--- config.mk ---
export PLATFORM = sky130hd
export DESIGN_NAME = dmx_universe_pixel_mapper_flat
export DESIGN_NICKNAME = d
export VERILOG_FILES = /design/src/rtl/core/dmxpm_pkg.sv /design/src/rtl/core/dmxpm_pixel_if.sv /design/src/rtl/core/dmxpm_write_if.sv /design/src/rtl/core/dmxpm_write_gen.sv /design/src/rtl/core/dmx_universe_pixel_mapper.sv /design/src/flat_wrapper.sv
export SDC_FILE = /design/constraint.sdc
export NUM_CORES = 1
export LEC_CHECK = 0
export BUFFER_PORTS_ARGS = -buffer_cell sky130_fd_sc_hd__buf_4
export CORE_ASPECT_RATIO = 1.2
export CORE_MARGIN = 4
export CORE_UTILIZATION = 62
export DETAILED_ROUTE_END_ITERATION = 6
export MAX_ROUTING_LAYER = met4
export PLACE_DENSITY = 0.86
export SLEW_MARGIN = 20
export SYNTH_ARGS = -nofsm -noshare
export SYNTH_HDL_FRONTEND = slang
export SYNTH_HIERARCHICAL = 1
export SYNTH_SLANG_ARGS = --single-unit
export TNS_END_PERCENT = 50
--- constraint.sdc ---
create_clock -name clk -period 7.04 [get_ports clk]
set_clock_uncertainty 0.15 [all_clocks]
set_input_delay 1.056 -clock clk [delete_from_list [all_inputs] [get_ports clk]]
set_output_delay 1.056 -clock clk [all_outputs]
set_load 0.02 [all_outputs]
--- src/rtl/core/dmxpm_pkg.sv ---
// Shared types and constants for the DMX universe pixel mapper.
// No dependencies; every other file of the block but the checker uses this package.
package dmxpm_pkg;

  // DMX universe geometry
  localparam int LOCAL_W    = 9;   // 512 channels per universe
  localparam int UNIVERSE_W = 16;
  localparam int BYTE_W     = 8;
  localparam int LANES      = 4;   // red, green, blue, white
  localparam int CPP_W      = 3;
  localparam logic [CPP_W-1:0] CPP_MAX = 3'd4;
  localparam logic [CPP_W-1:0] CPP_RESET = 3'd3;

  // Configuration port
  localparam int CFG_INDEX_W = 2;
  localparam int CFG_DATA_W  = 16;

  typedef enum logic [CFG_INDEX_W-1:0] {
    REG_TARGET_UNIVERSE    = 2'd0,
    REG_START_UNIVERSE     = 2'd1,
    REG_START_ADDRESS      = 2'd2,
    REG_CHANNELS_PER_PIXEL = 2'd3
  } cfg_reg_t;

  typedef struct packed {
    logic [UNIVERSE_W-1:0] target_universe;
    logic [UNIVERSE_W-1:0] start_universe;
    logic [LOCAL_W-1:0]    start_address;
    logic [CPP_W-1:0]      channels_per_pixel;
  } cfg_t;

  // One pending channel write
  typedef struct packed {
    logic [LOCAL_W-1:0] address;
    logic [BYTE_W-1:0]  value;
  } slot_t;

  // All writes one pixel produces, with a mask of the ones that hit
  typedef struct packed {
    logic [LANES-1:0]         mask;
    slot_t [LANES-1:0]        slot;
  } batch_t;

endpackage

--- src/rtl/core/dmxpm_pixel_if.sv ---
// Pixel input channel: valid/ready handshake with four color bytes.
// Depends on dmxpm_pkg for field widths.
interface dmxpm_pixel_if;
  logic                          valid;
  logic                          ready;
  logic [dmxpm_pkg::BYTE_W-1:0]  red;
  logic [dmxpm_pkg::BYTE_W-1:0]  green;
  logic [dmxpm_pkg::BYTE_W-1:0]  blue;
  logic [dmxpm_pkg::BYTE_W-1:0]  white;
  logic                          last_pixel;

  modport source (output valid, red, green, blue, white, last_pixel, input ready);
  modport sink   (input valid, red, green, blue, white, last_pixel, output ready);
endinterface

--- src/rtl/core/dmxpm_write_if.sv ---
// Channel write output channel: valid/ready handshake with address and byte.
// Depends on dmxpm_pkg for field widths.
interface dmxpm_write_if;
  logic                          valid;
  logic                          ready;
  logic [dmxpm_pkg::LOCAL_W-1:0] channel_address;
  logic [dmxpm_pkg::BYTE_W-1:0]  channel_value;
  logic                          pixel_done;

  modport source (output valid, channel_address, channel_value, pixel_done, input ready);
  modport sink   (input valid, channel_address, channel_value, pixel_done, output ready);
endinterface

--- src/rtl/core/dmxpm_write_gen.sv ---
// Per-pixel channel position math: computes the four candidate writes.
// Depends on dmxpm_pkg (cfg_t, batch_t, widths).
module dmxpm_write_gen #(
  parameter int MAX_PIXELS = 1024,
  parameter int IDX_W      = $clog2(MAX_PIXELS + 1)
) (
  input  dmxpm_pkg::cfg_t                                  cfg,
  input  logic [IDX_W-1:0]                                 pixel_index,
  input  logic [dmxpm_pkg::LANES-1:0][dmxpm_pkg::BYTE_W-1:0] bytes,
  output dmxpm_pkg::batch_t                                batch
);

  localparam int MUL_W = IDX_W + dmxpm_pkg::CPP_W;
  localparam int SUM_W = (MUL_W > dmxpm_pkg::LOCAL_W) ? MUL_W : dmxpm_pkg::LOCAL_W;
  localparam int POS_W = SUM_W + 2;
  localparam int HI_W  = POS_W - dmxpm_pkg::LOCAL_W;
  localparam int UNI_W = ((HI_W > dmxpm_pkg::UNIVERSE_W) ? HI_W : dmxpm_pkg::UNIVERSE_W) + 1;

  logic [dmxpm_pkg::CPP_W-1:0] cpc;
  logic [MUL_W-1:0]            base;
  logic                        in_range;
  logic [POS_W-1:0]            pos [dmxpm_pkg::LANES];
  logic [UNI_W-1:0]            uni [dmxpm_pkg::LANES];

  // Channel count clamps to four; pixels past the store limit write nothing
  assign cpc = (cfg.channels_per_pixel > dmxpm_pkg::CPP_MAX) ? dmxpm_pkg::CPP_MAX
                                                               : cfg.channels_per_pixel;
  assign base     = MUL_W'(pixel_index) * MUL_W'(cpc);
  assign in_range = pixel_index < IDX_W'(MAX_PIXELS);

  // Each lane: global position, universe of that position, hit test
  always_comb begin
    for (int lane = 0; lane < dmxpm_pkg::LANES; lane++) begin
      pos[lane] = POS_W'(base) + POS_W'(cfg.start_address) + POS_W'(lane);
      uni[lane] = UNI_W'(cfg.start_universe) + UNI_W'(pos[lane] >> dmxpm_pkg::LOCAL_W);
      batch.mask[lane] = in_range && (dmxpm_pkg::CPP_W'(lane) < cpc)
                         && (uni[lane] == UNI_W'(cfg.target_universe));
      batch.slot[lane].address = pos[lane][dmxpm_pkg::LOCAL_W-1:0];
      batch.slot[lane].value   = bytes[lane];
    end
  end

endmodule

--- src/rtl/core/dmx_universe_pixel_mapper.sv ---
// DMX universe pixel mapper: maps fixture pixels to channel writes of one universe.
// Depends on dmxpm_pkg, dmxpm_pixel_if, dmxpm_write_if and dmxpm_write_gen.
// Latency: first write of a pixel is valid the cycle after the pixel transfer.
// Throughput: one pixel per cycle if it hits at most one channel and no write stalls;
// else its writes take the single write port in turn, the next pixel with the last.
// Reset (rst, synchronous): registers to defaults, pixel index to 0, no writes pending.
module dmx_universe_pixel_mapper #(
  parameter int MAX_PIXELS = 1024
) (
  input  logic                              clk,
  input  logic                              rst,
  input  logic                              cfg_write_en,
  input  logic [dmxpm_pkg::CFG_INDEX_W-1:0] cfg_index,
  input  logic [dmxpm_pkg::CFG_DATA_W-1:0]  cfg_data,
  dmxpm_pixel_if.sink                       pixels,
  dmxpm_write_if.source                     writes
);

  localparam int IDX_W = $clog2(MAX_PIXELS + 1);

  dmxpm_pkg::cfg_t   cfg;
  logic [IDX_W-1:0]  pixel_index;
  dmxpm_pkg::batch_t batch;
  dmxpm_pkg::batch_t pending;
  logic [dmxpm_pkg::LANES-1:0] head;
  logic [dmxpm_pkg::LANES-1:0] rest;
  dmxpm_pkg::slot_t  head_slot;
  logic              pixel_xfer;
  logic              write_xfer;

  // Configuration registers
  always_ff @(posedge clk) begin
    if (rst) begin
      cfg.target_universe    <= '0;
      cfg.start_universe     <= '0;
      cfg.start_address      <= '0;
      cfg.channels_per_pixel <= dmxpm_pkg::CPP_RESET;
    end else if (cfg_write_en) begin
      unique case (dmxpm_pkg::cfg_reg_t'(cfg_index))
        dmxpm_pkg::REG_TARGET_UNIVERSE:
          cfg.target_universe <= cfg_data[dmxpm_pkg::UNIVERSE_W-1:0];
        dmxpm_pkg::REG_START_UNIVERSE:
          cfg.start_universe <= cfg_data[dmxpm_pkg::UNIVERSE_W-1:0];
        dmxpm_pkg::REG_START_ADDRESS:
          cfg.start_address <= cfg_data[dmxpm_pkg::LOCAL_W-1:0];
        dmxpm_pkg::REG_CHANNELS_PER_PIXEL:
          cfg.channels_per_pixel <= cfg_data[dmxpm_pkg::CPP_W-1:0];
        default: ;
      endcase
    end
  end

  // Candidate writes for the pixel on the input channel
  dmxpm_write_gen #(
    .MAX_PIXELS (MAX_PIXELS),
    .IDX_W      (IDX_W)
  ) u_write_gen (
    .cfg         (cfg),
    .pixel_index (pixel_index),
    .bytes       ({pixels.white, pixels.blue, pixels.green, pixels.red}),
    .batch       (batch)
  );

  // Lowest pending write goes out first; done when nothing remains behind it
  always_comb begin
    head      = '0;
    head_slot = pending.slot[0];
    for (int lane = dmxpm_pkg::LANES - 1; lane >= 0; lane--) begin
      if (pending.mask[lane]) begin
        head      = '0;
        head[lane] = 1'b1;
        head_slot = pending.slot[lane];
      end
    end
  end
  assign rest = pending.mask & ~head;

  assign writes.valid           = |pending.mask;
  assign writes.channel_address = head_slot.address;
  assign writes.channel_value   = head_slot.value;
  assign writes.pixel_done      = (rest == '0);

  assign write_xfer   = writes.valid && writes.ready;
  // Take a pixel once the pending batch is empty or its last write leaves now
  assign pixels.ready = !writes.valid || (write_xfer && (rest == '0));
  assign pixel_xfer   = pixels.valid && pixels.ready;

  // Pending write batch: mask is control, slots are payload
  always_ff @(posedge clk) begin
    if (rst) begin
      pending.mask <= '0;
    end else if (pixel_xfer) begin
      pending.mask <= batch.mask;
    end else if (write_xfer) begin
      pending.mask <= rest;
    end
  end

  always_ff @(posedge clk) begin
    if (pixel_xfer) begin
      pending.slot <= batch.slot;
    end
  end

  // Pixel index: clears on last pixel, saturates at the store limit
  always_ff @(posedge clk) begin
    if (rst) begin
      pixel_index <= '0;
    end else if (pixel_xfer) begin
      if (pixels.last_pixel) begin
        pixel_index <= '0;
      end else if (pixel_index < IDX_W'(MAX_PIXELS)) begin
        pixel_index <= pixel_index + IDX_W'(1);
      end
    end
  end

endmodule

--- src/flat_wrapper.sv ---
// flat-port wrapper written by rule: the top's interface ports become plain ports
module dmx_universe_pixel_mapper_flat 
#(
  parameter int MAX_PIXELS = 1024
)
  (clk, rst, cfg_write_en, cfg_index, cfg_data, pixels_valid, pixels_red, pixels_green, pixels_blue, pixels_white, pixels_last_pixel, pixels_ready, writes_valid, writes_channel_address, writes_channel_value, writes_pixel_done, writes_ready);
  dmxpm_pixel_if pixels_i ();
  dmxpm_write_if writes_i ();
  input  logic clk;
  input  logic rst;
  input  logic cfg_write_en;
  input  logic [dmxpm_pkg::CFG_INDEX_W-1:0] cfg_index;
  input  logic [dmxpm_pkg::CFG_DATA_W-1:0] cfg_data;
  input wire logic [$bits(pixels_i.valid)-1:0] pixels_valid;
  input wire logic [$bits(pixels_i.red)-1:0] pixels_red;
  input wire logic [$bits(pixels_i.green)-1:0] pixels_green;
  input wire logic [$bits(pixels_i.blue)-1:0] pixels_blue;
  input wire logic [$bits(pixels_i.white)-1:0] pixels_white;
  input wire logic [$bits(pixels_i.last_pixel)-1:0] pixels_last_pixel;
  output wire logic [$bits(pixels_i.ready)-1:0] pixels_ready;
  output wire logic [$bits(writes_i.valid)-1:0] writes_valid;
  output wire logic [$bits(writes_i.channel_address)-1:0] writes_channel_address;
  output wire logic [$bits(writes_i.channel_value)-1:0] writes_channel_value;
  output wire logic [$bits(writes_i.pixel_done)-1:0] writes_pixel_done;
  input wire logic [$bits(writes_i.ready)-1:0] writes_ready;
  assign pixels_i.valid = pixels_valid;
  assign pixels_i.red = pixels_red;
  assign pixels_i.green = pixels_green;
  assign pixels_i.blue = pixels_blue;
  assign pixels_i.white = pixels_white;
  assign pixels_i.last_pixel = pixels_last_pixel;
  assign pixels_ready = pixels_i.ready;
  assign writes_valid = writes_i.valid;
  assign writes_channel_address = writes_i.channel_address;
  assign writes_channel_value = writes_i.channel_value;
  assign writes_pixel_done = writes_i.pixel_done;
  assign writes_i.ready = writes_ready;
  dmx_universe_pixel_mapper #(.MAX_PIXELS(MAX_PIXELS)) u_core (.clk(clk), .rst(rst), .cfg_write_en(cfg_write_en), .cfg_index(cfg_index), .cfg_data(cfg_data), .pixels(pixels_i), .writes(writes_i));
endmodule
* Yosys cells after proc, flatten, opt, wreduce, memory -nomap -nowiden
Cells that the tools add are included.
Word-level totals: output and inout port bits 20, register bits after elaboration 127, word-level logic and storage cells 75
Cells by class: $lt $le $gt $ge 6, multiplexer cells 13, reduce and logical (&&, ||, !) cells 23, eq/ne operators 7, $add $sub $neg 9, $mul 1, bitwise operators 2
Operators with widths (number):
- $add A16 B7 Y17 | 4
- $eq A17 B16 Y1 | 4
- $mux W17 | 4
- $mux W4 | 6
- $mux W11 | 2
- $add A15 B2 Y16 const B | 1
- $add A16 B1 Y16 const B | 1
- $add A16 B2 Y16 const B | 1
- $add A14 B9 Y15 | 1
- $mul A11 B3 Y14 | 1
- $add A11 B1 Y11 const B | 1
- $logic_and A1 B1 Y1 | 11
- $lt A11 B11 Y1 const B | 1
- $reduce_and A2 Y1 | 5
- $lt A1 B3 Y1 const A | 2
- $lt A2 B3 Y1 const A | 2
- $and A4 B4 Y4 | 1
- $eq A2 B2 Y1 const B | 2
- $logic_not A4 Y1 | 1
- $not A4 Y4 | 1
- $reduce_bool A2 Y1 | 2
- $reduce_or A4 Y1 | 1
- $gt A3 B3 Y1 const B | 1
- $mux W3 | 1
- other kinds (4) | 4

* Longest topological paths before layout
Gate-level depths: netlist of the first run.
depth after elaboration 11, gate-level depth with buffers 28, mapped depth without buffers 25

* Modules after synthesis
Netlist of the first run, hierarchy kept.
Modules (own cells, without submodules):
- dmx_universe_pixel_mapper | seq. area each 3223.1 µm², cells an instance 478, instances 1, area each 5057.4 µm²
- dmxpm_write_gen | seq. area each 0.0 µm², cells an instance 591, instances 1, area each 4444.3 µm²

* Worst setup path after synthesis of the first run
No wires, ideal clock.
path type flip-flop to flip-flop, start point register, netlist name u_core/cfg[2], end point register u_core/pending[71] (netlist bit), arrival 5.824 ns, required time 6.572 ns, path slack 0.748 ns, cell stages (with the launch flop) 28, cells stage by stage dfxtp_1 nor2b_1 clkbuf_1 and2_1 fa_1 inv_1 fa_1 inv_1 ha_1 buf_6 a2111o_1 a311oi_2 nor2_2 xor2_2 nor2b_4 buf_6 nand2_1 xnor2_1 fa_1 a21o_1 a21oi_1 nor2_1 o41ai_1 or4_1 a21oi_1 and4_1 a21oi_1 a221oi_1
RTL lines:
- to (decl) | RTL line dmx_universe_pixel_mapper.sv:24 | dmxpm_pkg::batch_t pending;

==> impl_metrics.tcl, run 1 <==
set metrics [dict create \
    run_status "complete, no violations" \
    most-common-layout-cells "sky130_fd_sc_hd__nand2_1 (154), sky130_fd_sc_hd__a21oi_1 (102), sky130_fd_sc_hd__buf_4 (95)" \
    worst_ep_required_time_ps 7250 \
    synth.area.top_cells "sky130_fd_sc_hd__edfxtp_1 (21%), sky130_fd_sc_hd__dfxtp_1 (12%), sky130_fd_sc_hd__ha_1 (6.8%)" \
    crit_arrival_ps 6880 \
    ant_cells 0 \
    swShare 0.275 \
    clock_tree_from_tritoncts "yes" \
    combPwrFrac 0.150 \
    antenna_left 0 \
    synth_enable_flop_cells 68 \
    design.core.area_um2 15000 \
    clock_insertion_delay_at_the_later_pin_of_the_skew_report_ps 430 \
    class_of_the_tightest_hold_or_removal_check "reg -> reg" \
    viasPerCell 6.04 \
    route.final.wire_length_um 24300 \
    leakagePower_nw 4.53 \
    critPathLaunchType "flip-flop" \
    ctsLongestPathBuffers 2 \
    fp.dieW_um 121 \
    design.portCount 76 \
    layout.cells.non_filler 1326 \
    power_switching_uw 573 \
    floorplan.die.height_um 144 \
    number_of_global_route_vias_before_repair 7945 \
    tightest_slew_ps 1150 \
    grt_overflow 0 \
    layout_worst_path_cycle_share 0.948 \
    critical-path-max-stage-delay_ps 510 \
    stdcell_area_um2 10700 \
    postCtsHoldBufs 0 \
    drt_drc_violations_left 0 \
    timing.critical_path.slowest_stage_cell "sky130_fd_sc_hd__dfxtp_1" \
    yosys_warning_count 6 \
    path_class "reg -> reg" \
    worst_setup_hold_path_clk_slew_ps 60 \
    route.detailed.wl_per_inst_um 18.4 \
    sequentialPowerShare 0.417 \
    syn-mean-instance-area_um2 8.89 \
    layout-drive-gt1-share 0.149 \
    syn_area_um2 9500 \
    cp-end-kind "flip-flop" \
    die-area_um2 17400 \
    final_hold_viol_count 0 \
    cts.repair_timing.setup_buffer_count 0 \
    cts-buffers-inserted 17 \
    power_density_nw_per_um2 195 \
    grt_usage 0.290 \
    max-vdd-ir-drop_uv 116 \
    post_syn_instances 1069 \
    number_of_cell_rows 49 \
    grt_setup_unrepaired "no" \
    routed-via-count 8005 \
    intPower_mw 1.51 \
    total_instance_count_after_detailed_placement 1294 \
    io_buffer_count 75 \
    final-setup-viol-count 0 \
    drt_pre_antenna_iters 5 \
    synth-main-ff-cell "sky130_fd_sc_hd__edfxtp_1" \
    nets 1238 \
    clock-root-buffer "sky130_fd_sc_hd__clkbuf_16" \
    async_reset_ff_frac 0 \
    max-cap-violations 0 \
    p_clk_frac 0.432 \
    tns_setup_ps 0 \
    synth_largest_type_area_fraction 0.215 \
    detail_route.iter0.violations 657 \
    initial_core_utilization 0.633 \
    clock-sinks 127 \
    number_of_max_slew_violations_in_the_final_report 0 \
    grt_first_pass_wirelength_um 38800 \
    grt_max_degree 70 \
    synthDominantAreaCellType "sky130_fd_sc_hd__edfxtp_1" \
    dp_hpwl_um 17900 \
    place_congestion 0.966 \
    ffs_latches_synth 127 \
    synth_cell_type_count 95 \
    path_max_fanout 11 \
    final_common_cell "sky130_fd_sc_hd__nand2_1" \
    grt_antenna_before_repair 0 \
    clock_tree.htree_level_count 4 \
    post_route_minimum_period_ps 6680 \
    final_core_utilization 0.710 \
    share_of_synthesized_area_occupied_by_flip_flops_and_latches 0.339 \
    max_slew_headroom_at_the_worst_pin 0.231 \
    area_delta_synth_final_pct 12.3 \
    detailed_place.area_um2 10000 \
    timing.fmax_mhz 150 \
]
metal layers:
metal,GRT usage,wire (um),up-vias
li1,-,-,3817
met1,0.317,9410,3804
met2,0.506,12400,310
met3,0.0579,1570,74
met4,0.138,932,0
met5,-,0,-
cell families after synthesis:
group / after synthesis / share of synthesized area
AOI/OAI and AO/OA: 249 / 0.176
muxes: 11 / 0.0116
other: 1 / 0.000395
DFF: 127 / 0.339
xor gates and xnor gates: 111 / 0.107
and+or+nand+nor: 365 / 0.184
adders and majority gates: 73 / 0.113
buffers and inverters: 132 / 0.0702
power groups by stage:
stage	Combinational [mW]	Clock [mW]	Sequential [mW]
final	0.313	0.901	0.870
after CTS	0.309	0.909	0.869
after global routing	0.339	0.951	0.874
after floorplan	0.218	0	0.872
after global placement	0.299	0	0.882
after detailed placement	0.306	0	0.884
critical path, delay by kind of cell, from the launching register on:
kind            cells  cell delay (ps)
compound gates      9             2170
fa+ha+maj           4             1770
simple gates        7             1340
xor+xnor            2              460
flops               1              510
buf+inv             3              220
synth_stat cells, types with 10 or more instances:
cell type                    n
sky130_fd_sc_hd__a21oi_1   102
sky130_fd_sc_hd__a22oi_1    17
sky130_fd_sc_hd__and2_1     26
sky130_fd_sc_hd__and3_1     11
sky130_fd_sc_hd__buf_2      10
sky130_fd_sc_hd__buf_4      34
sky130_fd_sc_hd__clkbuf_1   26
sky130_fd_sc_hd__dfxtp_1    59
sky130_fd_sc_hd__edfxtp_1   68
sky130_fd_sc_hd__fa_1       21
sky130_fd_sc_hd__ha_1       52
sky130_fd_sc_hd__inv_1      52
sky130_fd_sc_hd__mux2i_1    11
sky130_fd_sc_hd__nand2_1   154
sky130_fd_sc_hd__nand3_1    28
sky130_fd_sc_hd__nand4_1    12
sky130_fd_sc_hd__nor2_1     68
sky130_fd_sc_hd__nor3_1     14
sky130_fd_sc_hd__o21ai_0    34
sky130_fd_sc_hd__xnor2_1    69
sky130_fd_sc_hd__xor2_1     38
through the flow:
stage	hold slack, ps	setup slack [ps]	total power, mW
floorplan	283	748	1.09
global placement	294	487	1.18
detailed placement	302	318	1.19
CTS	310	241	2.09
global route	336	31.3	2.16
finish	317	364	2.08
what timing repair did:
action                                 CTS  global route
resized for setup                        0             4
setup endpoints to repair                0             3
endpoints found under the hold margin    0             0
worst paths after layout:
| kind | startpoint | end | slack (ps) | cells past startpoint |
|---|---|---|---|---|
| max | u_core/cfg[2] | u_core/pending[70] | 360 | 25 |
| max reg2reg | u_core/cfg[2] | u_core/pending[70] | 360 | 25 |
| min | u_core/cfg[6] | u_core/cfg[6] | 320 | 2 |
| min reg2reg | u_core/cfg[6] | u_core/cfg[6] | 320 | 2 |
area by class of cell:
| class | instances | area (um^2) |
|---|---|---|
| Inverter | 56 | 218 |
| Fill cell | 1172 | 4350 |
| Sequential cell | 127 | 3220 |
| Tap cell | 204 | 255 |
| Timing Repair Buffer | 95 | 713 |
| Multi-Input combinational cell | 812 | 5650 |
| Clock buffer | 19 | 454 |
| Clock inverter | 13 | 151 |
registers in the layout (all words and copies together) (netlist names):
| name | flops |
|---|---|
| u_core/cfg | 44 |
| u_core/pixel_index | 11 |
| u_core/pending | 72 |
(Power assumes the default switching activity.)
==> run 2: changes to the inputs <==
CELL_PAD_IN_SITES_DETAIL_PLACEMENT = 0   (was default)
CELL_PAD_IN_SITES_GLOBAL_PLACEMENT = 1   (was default)
CORE_UTILIZATION = 47   (was 62)
PLACE_DENSITY = 0.85   (was 0.86)
==> run 2 against run 1 <==
  * Global-route usage is 6.6 points lower
  * Final cell count grew 4.3%
  * Utilization shrank 16 points
  * Critical path type unchanged
  * Power increased by 0.68%
  * Non-clock buffer count unchanged
  * Combinational power barely moved
  * Via count down 3.2%
  * Flip-flop and latch count did not move
  * Worst hold slack lost 10 ps
  * Wire length decreased by 1.5%
==> impl_metrics.tcl, run 2 (synthesis results as in run 1) <==
set metrics [dict create \
    crit_path_start "u_core/cfg[2]" \
    final_core_utilization 0.546 \
    final_hold_viol_count 0 \
    grt_setup_unrepaired "no" \
    initial_core_utilization 0.483 \
    power_switching_uw 575 \
    cp-end-kind "flip-flop" \
    crit_path_cell_trace "buf_4, and2_1, fa_1, inv_1, fa_1, inv_1, ha_1, a2111o_1, a311oi_2, o31ai_1, a21oi_1, xnor2_1, nand3_1, o21ai_1, ha_1, a21oi_1, a21boi_0, o31ai_2, o211ai_1, o41ai_1, nand4_1, a211oi_2, a32oi_1, nor2_1" \
    power_density_nw_per_um2 195 \
    timing.fmax_mhz 152 \
    path_max_fanout 10 \
    cts-buffers-inserted 17 \
    crit-reg2reg-launch "u_core/cfg[2]" \
    critical-path-max-stage-delay_ps 530 \
    detailedPlace.worstSlack_ps 245 \
    clock-root-buffer "sky130_fd_sc_hd__clkbuf_16" \
    most-common-layout-cells "sky130_fd_sc_hd__nand2_1 (154), sky130_fd_sc_hd__a21oi_1 (102), sky130_fd_sc_hd__buf_4 (95)" \
    max_slew_headroom_at_the_worst_pin 0.265 \
    fp.dieW_um 138 \
    rrSetupSlack_ps 440 \
    critical_path.reg2reg.endpoint "u_core/pending[70]" \
    stdcell_area_um2 10800 \
    leakagePower_nw 4.53 \
    viasPerCell 5.60 \
    run_status "complete, no violations" \
    number_of_max_slew_violations_in_the_final_report 0 \
    ant_cells 0 \
    layout_setup_ws_ps 442 \
    tightest_slew_ps 1100 \
    layout_top_registers "u_core/pending (72), u_core/cfg (44), u_core/pixel_index (11)" \
    layout_worst_path_cycle_share 0.937 \
    layout-drive-gt1-share 0.152 \
    layout.area.seq_um2 3220 \
    swShare 0.274 \
    crit_arrival_ps 6800 \
    critPathLaunchType "flip-flop" \
    tns_setup_ps 0 \
    nets 1238 \
    combPwrFrac 0.150 \
    hold-worst-slack_ps 307 \
    clock_tree.htree_level_count 4 \
    io_buffer_count 75 \
    crit_path_end "u_core/pending[70]" \
    clock_insertion_delay_at_the_later_pin_of_the_skew_report_ps 420 \
    die-area_um2 22600 \
    design.core.area_um2 19700 \
    antenna_left 0 \
    register_with_the_most_flip_flops "u_core/pending" \
    timing.critical_path.depth 24 \
    critical_path.n_buffers_inverters 3 \
    layout.filler_cells 1857 \
    clock_tree_from_tritoncts "yes" \
    post_route_minimum_period_ps 6600 \
    grt_overflow 0 \
    intPower_mw 1.52 \
    worst_r2r_path_depth 24 \
    ctsLongestPathBuffers 2 \
    number_of_global_route_vias_before_repair 7503 \
    grt_first_pass_wirelength_um 38400 \
    max-cap-violations 0 \
    path_class "reg -> reg" \
    class_of_the_tightest_hold_or_removal_check "reg -> reg" \
    detail_route.iter0.violations 447 \
    timing.critical_path.max_delay_family "compound AO/OA/AOI/OAI gates" \
    route.final.wire_length_um 24000 \
    largest_reg_flops 72 \
    worst_setup_hold_path_clk_slew_ps 60 \
    design.portCount 76 \
    clock-sinks 127 \
    dp_hpwl_um 18100 \
    floorplan.die.height_um 164 \
    area_delta_synth_final_pct 13.2 \
    grt_max_degree 70 \
    worst_ep_required_time_ps 7240 \
    final_common_cell "sky130_fd_sc_hd__nand2_1" \
    number_of_cell_rows 56 \
    sequentialPowerShare 0.414 \
    routed-via-count 7750 \
    place_congestion 0.935 \
    multi_input_area_um2 5660 \
    final-setup-viol-count 0 \
    grt_antenna_before_repair 0 \
    max-vdd-ir-drop_uv 147 \
    route.detailed.wl_per_inst_um 17.3 \
    timing.critical_path.slowest_stage_cell "sky130_fd_sc_hd__fa_1" \
    drt_pre_antenna_iters 5 \
    detailed_place.area_um2 10100 \
    drt_drc_violations_left 0 \
    p_clk_frac 0.436 \
    grt_usage 0.224 \
]
[run 2: metal layers]
layer / vias to the layer above / global-route usage / part of all wire
met3: 44 / 0.0386 / 0.067
met5: - / - / 0
li1: 3814 / - / -
met4: 0 / 0.0885 / 0.032
met1: 3636 / 0.258 / 0.39
met2: 256 / 0.387 / 0.51
[run 2: timing repair]
action,CTS,global route
setup endpoints to repair,0,3
buffers inserted,0,1
resized for setup,0,8
hold buffers,0,0
[run 2: per-stage QoR]
step           instances  power, mW
4_1_cts             1382       2.11
3_3_place_gp        1350       1.19
5_1_grt             1383       2.19
3_5_place_dp        1350       1.20
2_1_floorplan       1071       1.09
6_report            1383       2.10
[run 2: tightest hold or removal path, delay by kind of cell, from the launching register on]
family | cells | cell delay (ps)
compound gates | 1 | 50
flops | 1 | 310
simple gates | 1 | 50
[run 2: worst min path at each step]
stage	from	depth (start not counted)	slack, ps	to
2_1_floorplan	u_core/cfg[20]	2	280	u_core/cfg[20]
3_3_place_gp	u_core/cfg[6]	2	300	u_core/cfg[6]
3_5_place_dp	u_core/cfg[6]	2	300	u_core/cfg[6]
4_1_cts	u_core/cfg[5]	2	310	u_core/cfg[5]
5_1_grt	u_core/cfg[5]	2	340	u_core/cfg[5]
6_report	u_core/cfg[5]	2	310	u_core/cfg[5]
[run 2: cell type report]
type                    count  area share
flip-flops and latches    127       0.300
inverters                  56      0.0202
clock buffers              19      0.0432
clock inverters            13      0.0135
repair buffers             95      0.0663
well taps                 261      0.0304
multi-input cells         812       0.527
[run 2: power by group through the flow]
| stage | Sequential, mW | Clock [mW] | Combinational [mW] |
|---|---|---|---|
| after floorplan | 0.872 | 0 | 0.218 |
| after global placement | 0.882 | 0 | 0.311 |
| final | 0.868 | 0.915 | 0.315 |
| after global routing | 0.872 | 0.968 | 0.348 |
| after CTS | 0.868 | 0.929 | 0.315 |
| after detailed placement | 0.884 | 0 | 0.314 |
==> run 3: changes to the inputs <==
ABC_AREA = 0   (was default)
CORE_UTILIZATION = 48   (was 47)
CTS_BUF_LIST = sky130_fd_sc_hd__clkbuf_8   (was default)
PLACE_DENSITY = 0.87   (was 0.85)
==> run 3 against run 2 <==
  * First-iteration DRC count grew 3.4%
  * Register-to-register slack improved by 20 ps
  * Critical path depth increased by 1
  * Utilization down 0.48 points
  * Sequential share of layout area is 0.58 points higher
  * Power fell by 11%
  * Final cell count is 0.14% lower
  * Setup slack improved by 17 ps
  * Final area down 1.9%
  * Via count is 0.14% lower
  * Sequential power barely moved
  * Combinational power decreased by 1%
  * Largest power group is now sequential cells
==> impl_metrics.tcl, run 3 (synthesis results as in run 1) <==
set metrics [dict create \
    register_with_the_most_flip_flops "u_core/pending" \
    worst_hold_path_cells 2 \
    clock-sinks 127 \
    layout_top_registers "u_core/pending (72), u_core/cfg (44), u_core/pixel_index (11)" \
    initial_core_utilization 0.488 \
    worst_ep_required_time_ps 7270 \
    timing.critical_path.slowest_stage_cell "sky130_fd_sc_hd__fa_1" \
    nets 1236 \
    grt_setup_unrepaired "no" \
    worst_setup_hold_path_clk_slew_ps 70 \
    timing.fmax_mhz 152 \
    critPathLaunchType "flip-flop" \
    grt_first_pass_wirelength_um 37900 \
    crit_top_cell "sky130_fd_sc_hd__fa_1" \
    layout.area.seq_um2 3220 \
    leakagePower_nw 4.42 \
    ctsLongestPathBuffers 2 \
    cts-buffers-inserted 17 \
    layout_setup_ws_ps 459 \
    timing.hold.worst_endpoint "u_core/cfg[5]" \
    floorplan.die.height_um 162 \
    viasPerCell 5.60 \
    multi_input_area_um2 5650 \
    place_congestion 0.935 \
    design.portCount 76 \
    class_of_the_tightest_hold_or_removal_check "reg -> reg" \
    route.final.wire_length_um 23700 \
    antenna_left 0 \
    crit-reg2reg-launch "u_core/cfg[0]" \
    grt_usage 0.223 \
    max-vdd-ir-drop_uv 107 \
    detail_route.iter0.violations 462 \
    hold-worst-slack_ps 312 \
    detailedPlace.worstSlack_ps 389 \
    number_of_global_route_vias_before_repair 7362 \
    drt_pre_antenna_iters 5 \
    routed-via-count 7739 \
    ant_cells 0 \
    number_of_cell_rows 56 \
    worst_r2r_path_depth 25 \
    critical_path.reg2reg.endpoint "u_core/pending[70]" \
    path_class "reg -> reg" \
    min_delay_src "u_core/cfg[5]" \
    number_of_max_slew_violations_in_the_final_report 0 \
    cp-end-kind "flip-flop" \
    clock-root-buffer "sky130_fd_sc_hd__clkbuf_8" \
    tns_setup_ps 0 \
    fp.dieW_um 136 \
    critical-path-max-stage-delay_ps 490 \
    final_common_cell "sky130_fd_sc_hd__nand2_1" \
    power_density_nw_per_um2 177 \
    route.detailed.wl_per_inst_um 17.2 \
    max-cap-violations 0 \
    final_hold_viol_count 0 \
    dp_hpwl_um 17700 \
    max_slew_headroom_at_the_worst_pin 0.262 \
    run_status "complete, no violations" \
    io_buffer_count 75 \
    tightest_slew_ps 1110 \
    layout.filler_cells 1885 \
    rrSetupSlack_ps 460 \
    design.core.area_um2 19500 \
    grt_max_degree 70 \
    most-common-layout-cells "sky130_fd_sc_hd__nand2_1 (154), sky130_fd_sc_hd__a21oi_1 (102), sky130_fd_sc_hd__buf_4 (93)" \
    layout_worst_path_cycle_share 0.935 \
    grt_antenna_before_repair 0 \
    final-setup-viol-count 0 \
    power_mw 1.87 \
    path_max_fanout 12 \
    layout-drive-gt1-share 0.147 \
    drt_drc_violations_left 0 \
    post_route_minimum_period_ps 6580 \
    grt_overflow 0 \
    die-area_um2 22100 \
    area_delta_synth_final_pct 11.0 \
    clock_tree_from_tritoncts "yes" \
    clock_insertion_delay_at_the_later_pin_of_the_skew_report_ps 450 \
    clock_tree.htree_level_count 4 \
    largest_reg_flops 72 \
    crit_arrival_ps 6810 \
]
==> run 3: final cells by class <==
| class | count | share of cell area |
|---|---|---|
| clock buffers | 20 | 0.0261 |
| multi-input cells | 812 | 0.536 |
| well taps | 261 | 0.0310 |
| clock inverters | 12 | 0.0147 |
| flip-flops and latches | 127 | 0.306 |
| repair buffers | 93 | 0.0662 |
| inverters | 56 | 0.0206 |
==> run 3: worst max-delay path by stage <==
stage / start / end / slack [ps] / cells after the start
floorplan: u_core/cfg[2] / u_core/pending[71] / 750 / 27
global placement: u_core/cfg[0] / u_core/pending[70] / 580 / 25
detailed placement: u_core/cfg[1] / u_core/pending[70] / 390 / 24
CTS: u_core/cfg[1] / u_core/pending[70] / 340 / 24
global route: u_core/cfg[1] / u_core/pending[71] / 20 / 24
finish: u_core/cfg[0] / u_core/pending[70] / 460 / 25
==> run 3: layer usage <==
metal	track usage	part of all wire	wire length (um)
met3	0.0424	0.051	1210
met1	0.264	0.42	9950
met5	-	0	0
met4	0.0724	0.027	629
met2	0.382	0.50	11900
==> run 3: repair_timing <==
action,in CTS,in global routing
hold buffers,0,0
resized for setup,0,4
endpoints found under the setup margin,0,3
buffers inserted,0,0
==> run 3: worst max-delay path, delay by kind of cell, from the launching register on <==
family / cells / cell delay (ps)
AND/OR/NAND/NOR: 11 / 2160
adder cells (fa/ha/maj): 4 / 1820
buffers and inverters: 3 / 260
flip-flops: 1 / 330
XOR/XNOR: 2 / 350
AO/OA/AOI/OAI: 5 / 1450
==> run 3: report_power, final <==
group          leakage (nW)  total (mW)  internal [mW]  switching [mW]
combinational          3.05       0.311          0.125           0.186
clock                 0.220       0.687          0.380           0.307
sequential             1.15       0.868          0.836          0.0324
==> run 3: metrics by stage <==
stage           util  instance area [um^2]  instances
3_3_place_gp   0.518                 10100       1349
2_1_floorplan      -                  9510       1071
5_1_grt        0.541                 10500       1381
4_1_cts        0.540                 10500       1381
6_report       0.541                 10500       1381
3_5_place_dp   0.518                 10100       1349
